`src/rtl/primitive_point_coverage_test_unit_macros.svh`:
```
// Assertion macros shared by the point coverage test RTL.
`ifndef PRIMITIVE_POINT_COVERAGE_TEST_UNIT_MACROS_SVH
`define PRIMITIVE_POINT_COVERAGE_TEST_UNIT_MACROS_SVH

// consequent checked in the same cycle as the antecedent
`define PPCT_ASSERT_SAME(label, clk, rst, ante, cons, msg) \
  label: assert property (@(posedge clk) disable iff (rst) (ante) |-> (cons)) \
    else $error(msg);

// consequent checked in the cycle after the antecedent
`define PPCT_ASSERT_NEXT(label, clk, rst, ante, cons, msg) \
  label: assert property (@(posedge clk) disable iff (rst) (ante) |=> (cons)) \
    else $error(msg);

`endif

```
`src/rtl/ppct_pkg.sv`:
```
// Types, constants and helpers for the point coverage test block.
package ppct_pkg;

  localparam int MAX_TRIANGLES_DEF = 4096;

  localparam int COORD_W   = 16;
  localparam int TRACE_W   = 12;
  localparam int DIFF_W    = 18;
  localparam int PROD_W    = 36;
  localparam int SUM_W     = 37;
  localparam int CNT_W     = 14;
  localparam int TRI_W     = 13;
  localparam int TRI_CMP_W = 17;
  localparam int ADDR_W    = 3;
  localparam int DATA_W    = 32;
  localparam int STEP_W    = 3;

  localparam logic [CNT_W-1:0]  VCOUNT_MAX      = '1;
  localparam int                COUNT_FIELD_MAX = 8191;
  localparam logic [STEP_W-1:0] MUL_STEPS       = 3'd6;

  typedef enum logic [1:0] {
    KIND_LIST,
    KIND_STRIP,
    KIND_FAN,
    KIND_ALWAYS
  } kind_t;

  typedef enum logic [1:0] {
    ST_IDLE,
    ST_MUL,
    ST_EVAL,
    ST_FIN
  } state_t;

  typedef enum logic {
    REG_TRACE_X,
    REG_TRACE_Y
  } reg_idx_t;

  typedef struct packed {
    logic valid;
    logic first;
  } mac_ctrl_t;

  typedef logic signed [DIFF_W-1:0] opnd_t;
  typedef logic signed [PROD_W-1:0] prod_t;

  function automatic opnd_t coord_ext(input logic [COORD_W-1:0] v);
    return opnd_t'($signed(v));
  endfunction

endpackage

```
`src/rtl/ppct_apb.sv`:
```
// APB register bank holding the trace point.
module ppct_apb (
  input  logic                          clk,
  input  logic                          rst,
  input  logic                          psel,
  input  logic                          penable,
  input  logic                          pwrite,
  input  logic [ppct_pkg::ADDR_W-1:0]   paddr,
  input  logic [ppct_pkg::DATA_W-1:0]   pwdata,
  output logic [ppct_pkg::DATA_W-1:0]   prdata,
  output logic                          pready,
  output logic [ppct_pkg::TRACE_W-1:0]  trace_x,
  output logic [ppct_pkg::TRACE_W-1:0]  trace_y
);
  import ppct_pkg::*;

  logic     wr;
  reg_idx_t sel;

  assign pready = 1'b1;
  assign wr     = psel && penable && pwrite;
  assign sel    = reg_idx_t'(paddr[2]);

  always_ff @(posedge clk) begin
    if (rst) begin
      trace_x <= '0;
      trace_y <= '0;
    end else if (wr) begin
      unique case (sel)
        REG_TRACE_X: trace_x <= pwdata[TRACE_W-1:0];
        REG_TRACE_Y: trace_y <= pwdata[TRACE_W-1:0];
        default:     ;
      endcase
    end
  end

  always_comb begin
    unique case (sel)
      REG_TRACE_X: prdata = DATA_W'(trace_x);
      REG_TRACE_Y: prdata = DATA_W'(trace_y);
      default:     prdata = '0;
    endcase
  end

endmodule

```
`src/rtl/ppct_mac.sv`:
```
// Shared signed multiply and accumulate unit for the edge cross products.
module ppct_mac (
  input  logic                 clk,
  input  logic                 rst,
  input  ppct_pkg::mac_ctrl_t  ctrl,
  input  ppct_pkg::opnd_t      op_a,
  input  ppct_pkg::opnd_t      op_b,
  output logic                 res_valid,
  output ppct_pkg::prod_t      acc
);
  import ppct_pkg::*;

  mac_ctrl_t ctrl_q;
  prod_t     prod;

  always_ff @(posedge clk) begin
    if (rst) begin
      ctrl_q    <= '0;
      res_valid <= 1'b0;
    end else begin
      ctrl_q    <= ctrl;
      res_valid <= ctrl_q.valid && !ctrl_q.first;
    end
  end

  always_ff @(posedge clk) begin
    prod <= op_a * op_b;
    if (ctrl_q.valid) begin
      acc <= ctrl_q.first ? prod : acc - prod;
    end
  end

endmodule

```
`src/rtl/primitive_point_coverage_test_unit.sv`:
```
// Top level: triangle assembly, sequencer and coverage decision.
// A vertex completing no triangle is taken in the idle state; one closing a triangle goes through
// the request, 6 issues to the shared 18x18 multiplier, its pipeline registers and a compare.
// After the last vertex, the finish state registers the result on the master side.
// A new vertex is taken while a result still waits on the master side.
// rst is synchronous: it clears batch state, trace registers and the output valid.
`include "primitive_point_coverage_test_unit_macros.svh"

module primitive_point_coverage_test_unit #(
  parameter int MAX_TRIANGLES = ppct_pkg::MAX_TRIANGLES_DEF
) (
  input  logic                         clk,
  input  logic                         rst,
  input  logic                         psel,
  input  logic                         penable,
  input  logic                         pwrite,
  input  logic [ppct_pkg::ADDR_W-1:0]  paddr,
  input  logic [ppct_pkg::DATA_W-1:0]  pwdata,
  output logic [ppct_pkg::DATA_W-1:0]  prdata,
  output logic                         pready,
  input  logic                         s_tvalid,
  output logic                         s_tready,
  input  logic [31:0]                  s_tdata,   // vertex_x, vertex_y
  input  logic [1:0]                   s_tuser,   // prim_kind
  input  logic                         s_tlast,   // last_vertex
  output logic                         m_tvalid,
  input  logic                         m_tready,
  output logic [15:0]                  m_tdata    // hit, triangle_count, zero pad
);
  import ppct_pkg::*;

  localparam logic [TRI_CMP_W-1:0] MAX_TRI = TRI_CMP_W'(MAX_TRIANGLES);
  localparam int CAP_INT = (MAX_TRIANGLES < COUNT_FIELD_MAX) ? MAX_TRIANGLES : COUNT_FIELD_MAX;
  localparam logic [CNT_W-1:0] TRI_CAP = CNT_W'(CAP_INT);

  logic [TRACE_W-1:0] trace_x;
  logic [TRACE_W-1:0] trace_y;

  state_t state, state_next;

  logic [31:0]       pivot_vertex, older_vertex, newer_vertex;
  kind_t             batch_kind;
  logic [CNT_W-1:0]  vertex_counter;
  logic [1:0]        mod3;
  logic [TRI_W-1:0]  div3;
  logic              hit_seen;
  logic              last_q;

  logic [STEP_W-1:0] step;
  logic [1:0]        res_idx;

  opnd_t e0x, e0y, e1x, e1y, px, py;
  prod_t d_q, un_q, vn_q;

  mac_ctrl_t mac_ctrl;
  opnd_t     mac_a, mac_b;
  logic      mac_res_valid;
  prod_t     mac_acc;

  logic              accept;
  kind_t             kind_eff;
  logic              not_sat;
  logic [TRI_CMP_W-1:0] idx_m2;
  logic              list_ok, span_ok, do_test;
  logic [31:0]       a_vtx;
  opnd_t             tx16, ty16;
  logic              inside_hit;
  logic signed [SUM_W-1:0] uv_sum, d_ext;
  logic [CNT_W-1:0]  tris_raw, tris_sel;
  logic              out_hit;
  logic              fin_load;

  ppct_apb u_apb (
    .clk     (clk),
    .rst     (rst),
    .psel    (psel),
    .penable (penable),
    .pwrite  (pwrite),
    .paddr   (paddr),
    .pwdata  (pwdata),
    .prdata  (prdata),
    .pready  (pready),
    .trace_x (trace_x),
    .trace_y (trace_y)
  );

  ppct_mac u_mac (
    .clk       (clk),
    .rst       (rst),
    .ctrl      (mac_ctrl),
    .op_a      (mac_a),
    .op_b      (mac_b),
    .res_valid (mac_res_valid),
    .acc       (mac_acc)
  );

  // triangle assembly decisions for the vertex on the slave side
  always_comb begin
    accept   = s_tvalid && s_tready;
    kind_eff = (vertex_counter == '0) ? kind_t'(s_tuser) : batch_kind;
    not_sat  = vertex_counter != VCOUNT_MAX;
    idx_m2   = TRI_CMP_W'(vertex_counter) - TRI_CMP_W'(2);
    list_ok  = (mod3 == 2'd2) && (TRI_CMP_W'(div3) < MAX_TRI);
    span_ok  = (vertex_counter >= CNT_W'(2)) && (idx_m2 < MAX_TRI);
    case (kind_eff) inside
      KIND_LIST:              do_test = not_sat && list_ok;
      KIND_STRIP, KIND_FAN:   do_test = not_sat && span_ok;
      default:                do_test = 1'b0;
    endcase
    a_vtx = (kind_eff == KIND_FAN) ? pivot_vertex : older_vertex;
    tx16  = opnd_t'({trace_x, 4'b0000});
    ty16  = opnd_t'({trace_y, 4'b0000});
  end

  // strict inside test without division
  always_comb begin
    uv_sum = SUM_W'(un_q) + SUM_W'(vn_q);
    d_ext  = SUM_W'(d_q);
    inside_hit = ((d_q > 0) && (un_q > 0) && (vn_q > 0) && (uv_sum < d_ext)) ||
                 ((d_q < 0) && (un_q < 0) && (vn_q < 0) && (uv_sum > d_ext));
  end

  // batch result
  always_comb begin
    case (batch_kind)
      KIND_LIST:   tris_raw = CNT_W'(div3);
      KIND_ALWAYS: tris_raw = vertex_counter;
      default:     tris_raw = (vertex_counter >= CNT_W'(2)) ?
                              vertex_counter - CNT_W'(2) : '0;
    endcase
    tris_sel = (tris_raw > TRI_CAP) ? TRI_CAP : tris_raw;
    out_hit  = (batch_kind == KIND_ALWAYS) || hit_seen;
  end

  always_ff @(posedge clk) begin
    if (rst) begin
      state <= ST_IDLE;
    end else begin
      state <= state_next;
    end
  end

  always_comb begin
    state_next = state;
    s_tready   = 1'b0;
    fin_load   = 1'b0;
    mac_ctrl   = '0;
    mac_a      = e0x;
    mac_b      = e1y;
    unique case (state)
      ST_IDLE: begin
        s_tready = 1'b1;
        if (accept) begin
          if (do_test) begin
            state_next = ST_MUL;
          end else if (s_tlast) begin
            state_next = ST_FIN;
          end
        end
      end
      ST_MUL: begin
        mac_ctrl.valid = step < MUL_STEPS;
        mac_ctrl.first = !step[0];
        case (step)
          3'd0:    begin mac_a = e0x; mac_b = e1y; end
          3'd1:    begin mac_a = e0y; mac_b = e1x; end
          3'd2:    begin mac_a = px;  mac_b = e1y; end
          3'd3:    begin mac_a = py;  mac_b = e1x; end
          3'd4:    begin mac_a = e0x; mac_b = py;  end
          default: begin mac_a = e0y; mac_b = px;  end
        endcase
        if (mac_res_valid && res_idx == 2'd2) begin
          state_next = ST_EVAL;
        end
      end
      ST_EVAL: begin
        state_next = last_q ? ST_FIN : ST_IDLE;
      end
      ST_FIN: begin
        fin_load = !m_tvalid || m_tready;
        if (fin_load) begin
          state_next = ST_IDLE;
        end
      end
      default: state_next = ST_IDLE;
    endcase
  end

  // sequencer counters
  always_ff @(posedge clk) begin
    if (rst) begin
      step    <= '0;
      res_idx <= '0;
    end else if (accept) begin
      step    <= '0;
      res_idx <= '0;
    end else if (state == ST_MUL) begin
      if (step < MUL_STEPS) begin
        step <= step + STEP_W'(1);
      end
      if (mac_res_valid) begin
        res_idx <= res_idx + 2'd1;
      end
    end
  end

  // operands and cross product terms
  always_ff @(posedge clk) begin
    if (accept) begin
      e0x <= coord_ext(s_tdata[15:0])  - coord_ext(a_vtx[15:0]);
      e0y <= coord_ext(s_tdata[31:16]) - coord_ext(a_vtx[31:16]);
      e1x <= coord_ext(newer_vertex[15:0])  - coord_ext(a_vtx[15:0]);
      e1y <= coord_ext(newer_vertex[31:16]) - coord_ext(a_vtx[31:16]);
      px  <= tx16 - coord_ext(a_vtx[15:0]);
      py  <= ty16 - coord_ext(a_vtx[31:16]);
    end
    if (state == ST_MUL && mac_res_valid) begin
      case (res_idx)
        2'd0:    d_q  <= mac_acc;
        2'd1:    un_q <= mac_acc;
        default: vn_q <= mac_acc;
      endcase
    end
  end

  // batch state
  always_ff @(posedge clk) begin
    if (rst || fin_load) begin
      pivot_vertex   <= '0;
      older_vertex   <= '0;
      newer_vertex   <= '0;
      batch_kind     <= KIND_LIST;
      vertex_counter <= '0;
      mod3           <= '0;
      div3           <= '0;
      hit_seen       <= 1'b0;
      last_q         <= 1'b0;
    end else if (accept) begin
      if (vertex_counter == '0) begin
        batch_kind   <= kind_t'(s_tuser);
        pivot_vertex <= s_tdata;
      end
      if (not_sat) begin
        vertex_counter <= vertex_counter + CNT_W'(1);
        if (mod3 == 2'd2) begin
          mod3 <= '0;
          div3 <= div3 + TRI_W'(1);
        end else begin
          mod3 <= mod3 + 2'd1;
        end
      end
      older_vertex <= newer_vertex;
      newer_vertex <= s_tdata;
      last_q       <= s_tlast;
    end else if (state == ST_EVAL && inside_hit) begin
      hit_seen <= 1'b1;
    end
  end

  // result register
  always_ff @(posedge clk) begin
    if (rst) begin
      m_tvalid <= 1'b0;
    end else if (fin_load) begin
      m_tvalid <= 1'b1;
    end else if (m_tready) begin
      m_tvalid <= 1'b0;
    end
  end

  always_ff @(posedge clk) begin
    if (fin_load) begin
      m_tdata <= {2'b00, tris_sel[TRI_W-1:0], out_hit};
    end
  end

  `PPCT_ASSERT_NEXT(a_mul_to_eval, clk, rst,
    state == ST_MUL && mac_res_valid && res_idx == 2'd2, state == ST_EVAL,
    "third term did not start evaluation")
  `PPCT_ASSERT_SAME(a_eval_quiet, clk, rst, state == ST_EVAL, !mac_res_valid,
    "multiplier result arrived during evaluation")
  `PPCT_ASSERT_NEXT(a_sat_hold, clk, rst, accept && vertex_counter == VCOUNT_MAX,
    vertex_counter == VCOUNT_MAX, "saturated vertex counter moved")
  `PPCT_ASSERT_NEXT(a_fin_hold, clk, rst, state == ST_FIN && m_tvalid && !m_tready,
    state == ST_FIN && m_tvalid, "pending result lost while stalled")

endmodule
```
`config.mk`:
```
export PLATFORM = sky130hd
export DESIGN_NAME = primitive_point_coverage_test_unit
export DESIGN_NICKNAME = d
export VERILOG_FILES = /design/src/rtl/ppct_pkg.sv /design/src/rtl/ppct_apb.sv /design/src/rtl/ppct_mac.sv /design/src/rtl/primitive_point_coverage_test_unit.sv
export VERILOG_INCLUDE_DIRS = /design/src /design/src/rtl
export SDC_FILE = /design/constraint.sdc
export NUM_CORES = 2
export LEC_CHECK = 0
export BUFFER_PORTS_ARGS = -buffer_cell sky130_fd_sc_hd__buf_2
export CORE_MARGIN = 2
export CORE_UTILIZATION = 30
export CTS_BUF_LIST = sky130_fd_sc_hd__clkbuf_16
export CTS_CLUSTER_DIAMETER = 100
export DETAILED_ROUTE_END_ITERATION = 10
export GPL_ROUTABILITY_DRIVEN = 0
export HOLD_SLACK_MARGIN = 0.08
export PLACE_DENSITY = 0.44
export SLEW_MARGIN = 20
export SYNTH_ARGS = -nofsm -noshare
export SYNTH_HDL_FRONTEND = slang
export SYNTH_SLANG_ARGS = --single-unit
```
`constraint.sdc`:
```
create_clock -name clk -period 7.3 [get_ports clk]
set_input_delay 1.095 -clock clk [delete_from_list [all_inputs] [get_ports clk]]
set_output_delay 1.095 -clock clk [all_outputs]
set_load 0.02 [all_outputs]
```
==> impl_table.tex <==
\begin{tabular}{lr}
\hline
Metric & Value \\
\hline
\multicolumn{2}{l}{\textbf{Place}} \\
DPL Wire Length & 90700 um \\
Number of buffers added on ports & 82 \\
\multicolumn{2}{l}{\textbf{Routing}} \\
Final WL & 111000 um \\
Routed vias & 29100 \\
Vias per inst & 4.71 \\
Number of nets with antenna violations after routing & 0 \\
Count of unresolved DRC violations after routing & 0 \\
Average detailed-routed wire length per instance & 17.9 um \\
1st-iter DRT viols & 1362 \\
Count of TritonRoute iterations in the first routing pass & 5 \\
\multicolumn{2}{l}{\textbf{Logic synthesis}} \\
Number of enable-type register cells in the synthesized netlist & 262 \\
Top cell type's share of synthesized area & 20.7\% \\
Cell area after synthesis & 0.0381 mm\^{}2 \\
Share of flip-flops with an asynchronous set or reset & 0\% \\
Distinct cell type count of the synthesized netlist & 86 \\
Post-Synthesis Mean Instance Area & 9.24 um\^{}2 \\
Leading cell types by total area after synthesis & sky130\_fd\_sc\_hd\_\_edfxtp\_1, sky130\_fd\_sc\_hd\_\_fa\_1, sky130\_fd\_sc\_hd\_\_dfxtp\_1, sky130\_fd\_sc\_hd\_\_ha\_1, sky130\_fd\_sc\_hd\_\_nand2\_1 \\
Total of warnings raised by yosys & 0 \\
Synth Instances & 4121 \\
Top cell type by total area after synthesis & sky130\_fd\_sc\_hd\_\_edfxtp\_1 \\
Synthesis-stage register bit count & 462 \\
Register area share after synthesis & 31.2\% \\
Top\_reg\_cell synth & sky130\_fd\_sc\_hd\_\_edfxtp\_1 \\
\multicolumn{2}{l}{\textbf{Clocking}} \\
TritonCTS clock tree & done \\
Cts bufs inserted & 56 \\
H-tree depth & 2 \\
CTS max path bufs & 3 \\
Skew-Pair Late Insertion Delay & 0.68 ns \\
Root Buffer Master & sky130\_fd\_sc\_hd\_\_clkbuf\_16 \\
Count of clock tree sinks & 462 \\
CTS clock-pin slew for the worst setup and hold paths & 0.06 ns \\
\multicolumn{2}{l}{\textbf{Floorplanning}} \\
Die Y-Extent & 360 um \\
Core area & 0.126 mm\^{}2 \\
Die Wd & 360 um \\
Number of cell rows & 130 \\
Top-level I/O count & 128 \\
Total die area & 0.130 mm\^{}2 \\
Initial Util & 30.3\% \\
\multicolumn{2}{l}{\textbf{Cells and area}} \\
Final-layout fill cell count & 13000 \\
Post-route core utilization & 36.2\% \\
Share of post-route cells with drive strength above 1 & 15.7\% \\
Area growth from synthesis to layout & 19.4\% \\
Total Nets Final & 5206 \\
Ant diodes & 0 \\
\multicolumn{2}{l}{\textbf{Timing}} \\
Max-slew headroom & 20.6\% \\
Actual slew at the worst max-slew pin & 1.19 ns \\
Total count of hold-check failures in the final report & 0 \\
Period minus WS final & 7.49 ns \\
Sum of negative setup slack & -0.718 ns \\
Worst hold slack & 0.452 ns \\
Unrepaired setup endpoints after global routing & yes \\
Period utilisation layout & 103\% \\
Max Slew Vio Count & 0 \\
Achievable Freq & 134 MHz \\
Worst Slack Setup Final & -0.185 ns \\
Layout Skew & 0.0619 ns \\
Final setup violation count & 8 \\
\multicolumn{2}{l}{\textbf{GRT}} \\
Vias in the first global route & 29400 \\
Maximum number of pins on one net before global-route repair & 72 \\
Global route total overflow & 0 \\
Overall routing resource usage & 16.9\% \\
Initial antenna violation count & 2 \\
Wire length of the first global-routing pass & 171000 um \\
\multicolumn{2}{l}{\textbf{Worst setup path}} \\
Worst path required time & 7.82 ns \\
Startpoint type of the worst setup path & flop \\
Arrival @ worst endpoint & 8.01 ns \\
Path type of the worst setup path & flop to flop \\
Number of buffer and inverter stages on the critical path & 9 \\
Largest stage delay on the critical path & 0.55 ns \\
Library cell contributing the largest single delay on the critical path & sky130\_fd\_sc\_hd\_\_fa\_1 \\
Setup crit end kind & flop \\
Top Family by Delay on Critical Path & adder cells \\
Critical-path maximum fanout & 4 \\
Cell seen most often among critical-path stages & sky130\_fd\_sc\_hd\_\_fa\_1 \\
\multicolumn{2}{l}{\textbf{Status}} \\
Outcome & complete, but fails checks \\
Violated checks & setup timing \\
\multicolumn{2}{l}{\textbf{Min path}} \\
Hold Crit Class & flop to flop \\
\multicolumn{2}{l}{\textbf{Job}} \\
Max Cap Violations & 0 \\
\hline
\end{tabular}
[Yosys cell counts (7+ instances only)]
cell type	count
sky130_fd_sc_hd__a211o_1	9
sky130_fd_sc_hd__a211oi_1	17
sky130_fd_sc_hd__a21boi_0	16
sky130_fd_sc_hd__a21o_1	69
sky130_fd_sc_hd__a21oi_1	289
sky130_fd_sc_hd__a221oi_1	7
sky130_fd_sc_hd__a222oi_1	10
sky130_fd_sc_hd__a22o_1	13
sky130_fd_sc_hd__a22oi_1	45
sky130_fd_sc_hd__a31oi_1	7
sky130_fd_sc_hd__and2_1	12
sky130_fd_sc_hd__and3_1	32
sky130_fd_sc_hd__buf_1	11
sky130_fd_sc_hd__buf_2	7
sky130_fd_sc_hd__buf_4	24
sky130_fd_sc_hd__clkbuf_1	106
sky130_fd_sc_hd__dfxtp_1	200
sky130_fd_sc_hd__edfxtp_1	262
sky130_fd_sc_hd__fa_1	335
sky130_fd_sc_hd__ha_1	311
sky130_fd_sc_hd__inv_1	554
sky130_fd_sc_hd__mux2_2	13
sky130_fd_sc_hd__mux2i_1	39
sky130_fd_sc_hd__nand2_1	573
sky130_fd_sc_hd__nand2b_1	40
sky130_fd_sc_hd__nand3_1	55
sky130_fd_sc_hd__nand4_1	28
sky130_fd_sc_hd__nor2_1	352
sky130_fd_sc_hd__nor2b_1	45
sky130_fd_sc_hd__nor3_1	71
sky130_fd_sc_hd__nor4_1	32
sky130_fd_sc_hd__o21a_1	42
sky130_fd_sc_hd__o21ai_0	124
sky130_fd_sc_hd__o21ai_1	19
sky130_fd_sc_hd__o21bai_1	15
sky130_fd_sc_hd__o31ai_1	10
sky130_fd_sc_hd__or2_2	10
sky130_fd_sc_hd__or3_1	11
sky130_fd_sc_hd__xnor2_1	128
sky130_fd_sc_hd__xor2_1	64
[registers in the layout, summed over array words and instances (netlist names), 18 cells and up]
register and flops:
newer_vertex 32, pivot_vertex 32, u_mac.prod 36, py 18, un_q 36, vn_q 36
px 18, u_mac.acc 36, d_q 36, older_vertex 32
[repair_timing]
action,in CTS,in global routing
hold buffers,0,0
endpoints found under the setup margin,11,12
gates resized for setup,102,72
setup buffers,24,18
pin swaps,47,53
gates cloned,3,1
[worst register-to-register path, delay by kind of cell, from the launching register on]
| kind | cells | cell delay (ns) |
|---|---|---|
| flip-flops | 1 | 0.38 |
| adder cells (fa/ha/maj) | 8 | 3.39 |
| AND/OR/NAND/NOR | 6 | 0.56 |
| AO/OA/AOI/OAI | 9 | 2.21 |
| buffers and inverters | 9 | 0.78 |
[layout make-up]
class	instances	area (um^2)	share of cell area [%]
inverters	555	2090	4.60
multi-input cells	2977	24200	53.2
well taps	1650	2060	4.54
clock inverters	45	285	0.627
flip-flops and latches	462	11900	26.1
repair buffers	431	3450	7.58
clock buffers	60	1500	3.30
[worst paths after layout]
| path | cells past startpoint | slack (ns) | end | startpoint |
|---|---|---|---|---|
| setup / recovery | 32 | -0.19 | u_mac.prod[28] | step[0] |
| setup reg to reg | 32 | -0.19 | u_mac.prod[28] | step[0] |
| hold reg to reg | 2 | 0.45 | older_vertex[20] | older_vertex[20] |
| hold / removal | 2 | 0.45 | older_vertex[20] | older_vertex[20] |
[cell usage in the layout (no fill, tap or decap), types with 55 or more instances in the layout]
master                      netlist  final
sky130_fd_sc_hd__buf_4           24    299
sky130_fd_sc_hd__a21o_1          69     68
sky130_fd_sc_hd__xnor2_1        128    128
sky130_fd_sc_hd__ha_1           311    296
sky130_fd_sc_hd__o21ai_0        124    113
sky130_fd_sc_hd__nand2_1        573    555
sky130_fd_sc_hd__xor2_1          64     63
sky130_fd_sc_hd__buf_2            7     82
sky130_fd_sc_hd__inv_1          554    554
sky130_fd_sc_hd__nor2_1         352    333
sky130_fd_sc_hd__a21oi_1        289    275
sky130_fd_sc_hd__dfxtp_1        200    195
sky130_fd_sc_hd__nor3_1          71     69
sky130_fd_sc_hd__clkbuf_16        0     61
sky130_fd_sc_hd__fa_1           335    315
sky130_fd_sc_hd__edfxtp_1       262    262
sky130_fd_sc_hd__nand3_1         55     55
[cell families after synthesis]
logic type | after synthesis | share of synthesized area, %
AO/OA/AOI/OAI | 773 | 13.0
XOR/XNOR | 192 | 4.42
adder cells (fa/ha/maj) | 646 | 27.8
buffers and inverters | 703 | 7.19
flip-flops | 462 | 31.2
multiplexers | 52 | 1.41
other | 2 | 0.0197
AND/OR/NAND/NOR | 1291 | 14.9
[layer usage]
metal  part of all wire (%)  vias to the layer above  track usage (%)
met1                     45                    14100             21.4
met4                    2.5                        0             4.44
li1                       -                    14500                -
met2                     50                      350             30.5
met5                      0                        -                0
met3                    2.3                      126             1.60
[per-stage QoR]
| stage | cells | worst slack [ns] | area, um^2 |
|---|---|---|---|
| after global placement | 6035 | -0.458 | 42700 |
| after detailed placement | 6035 | -0.405 | 42700 |
| final | 6180 | -0.185 | 45500 |
| after floorplan | 4142 | -0.0323 | 38400 |
| after global routing | 6180 | -0.499 | 45500 |
| after CTS | 6165 | -0.242 | 45100 |
Power is left out: the tool's default activity adds up to more than one toggle a clock period on the data nets, which glitch-free logic cannot reach.
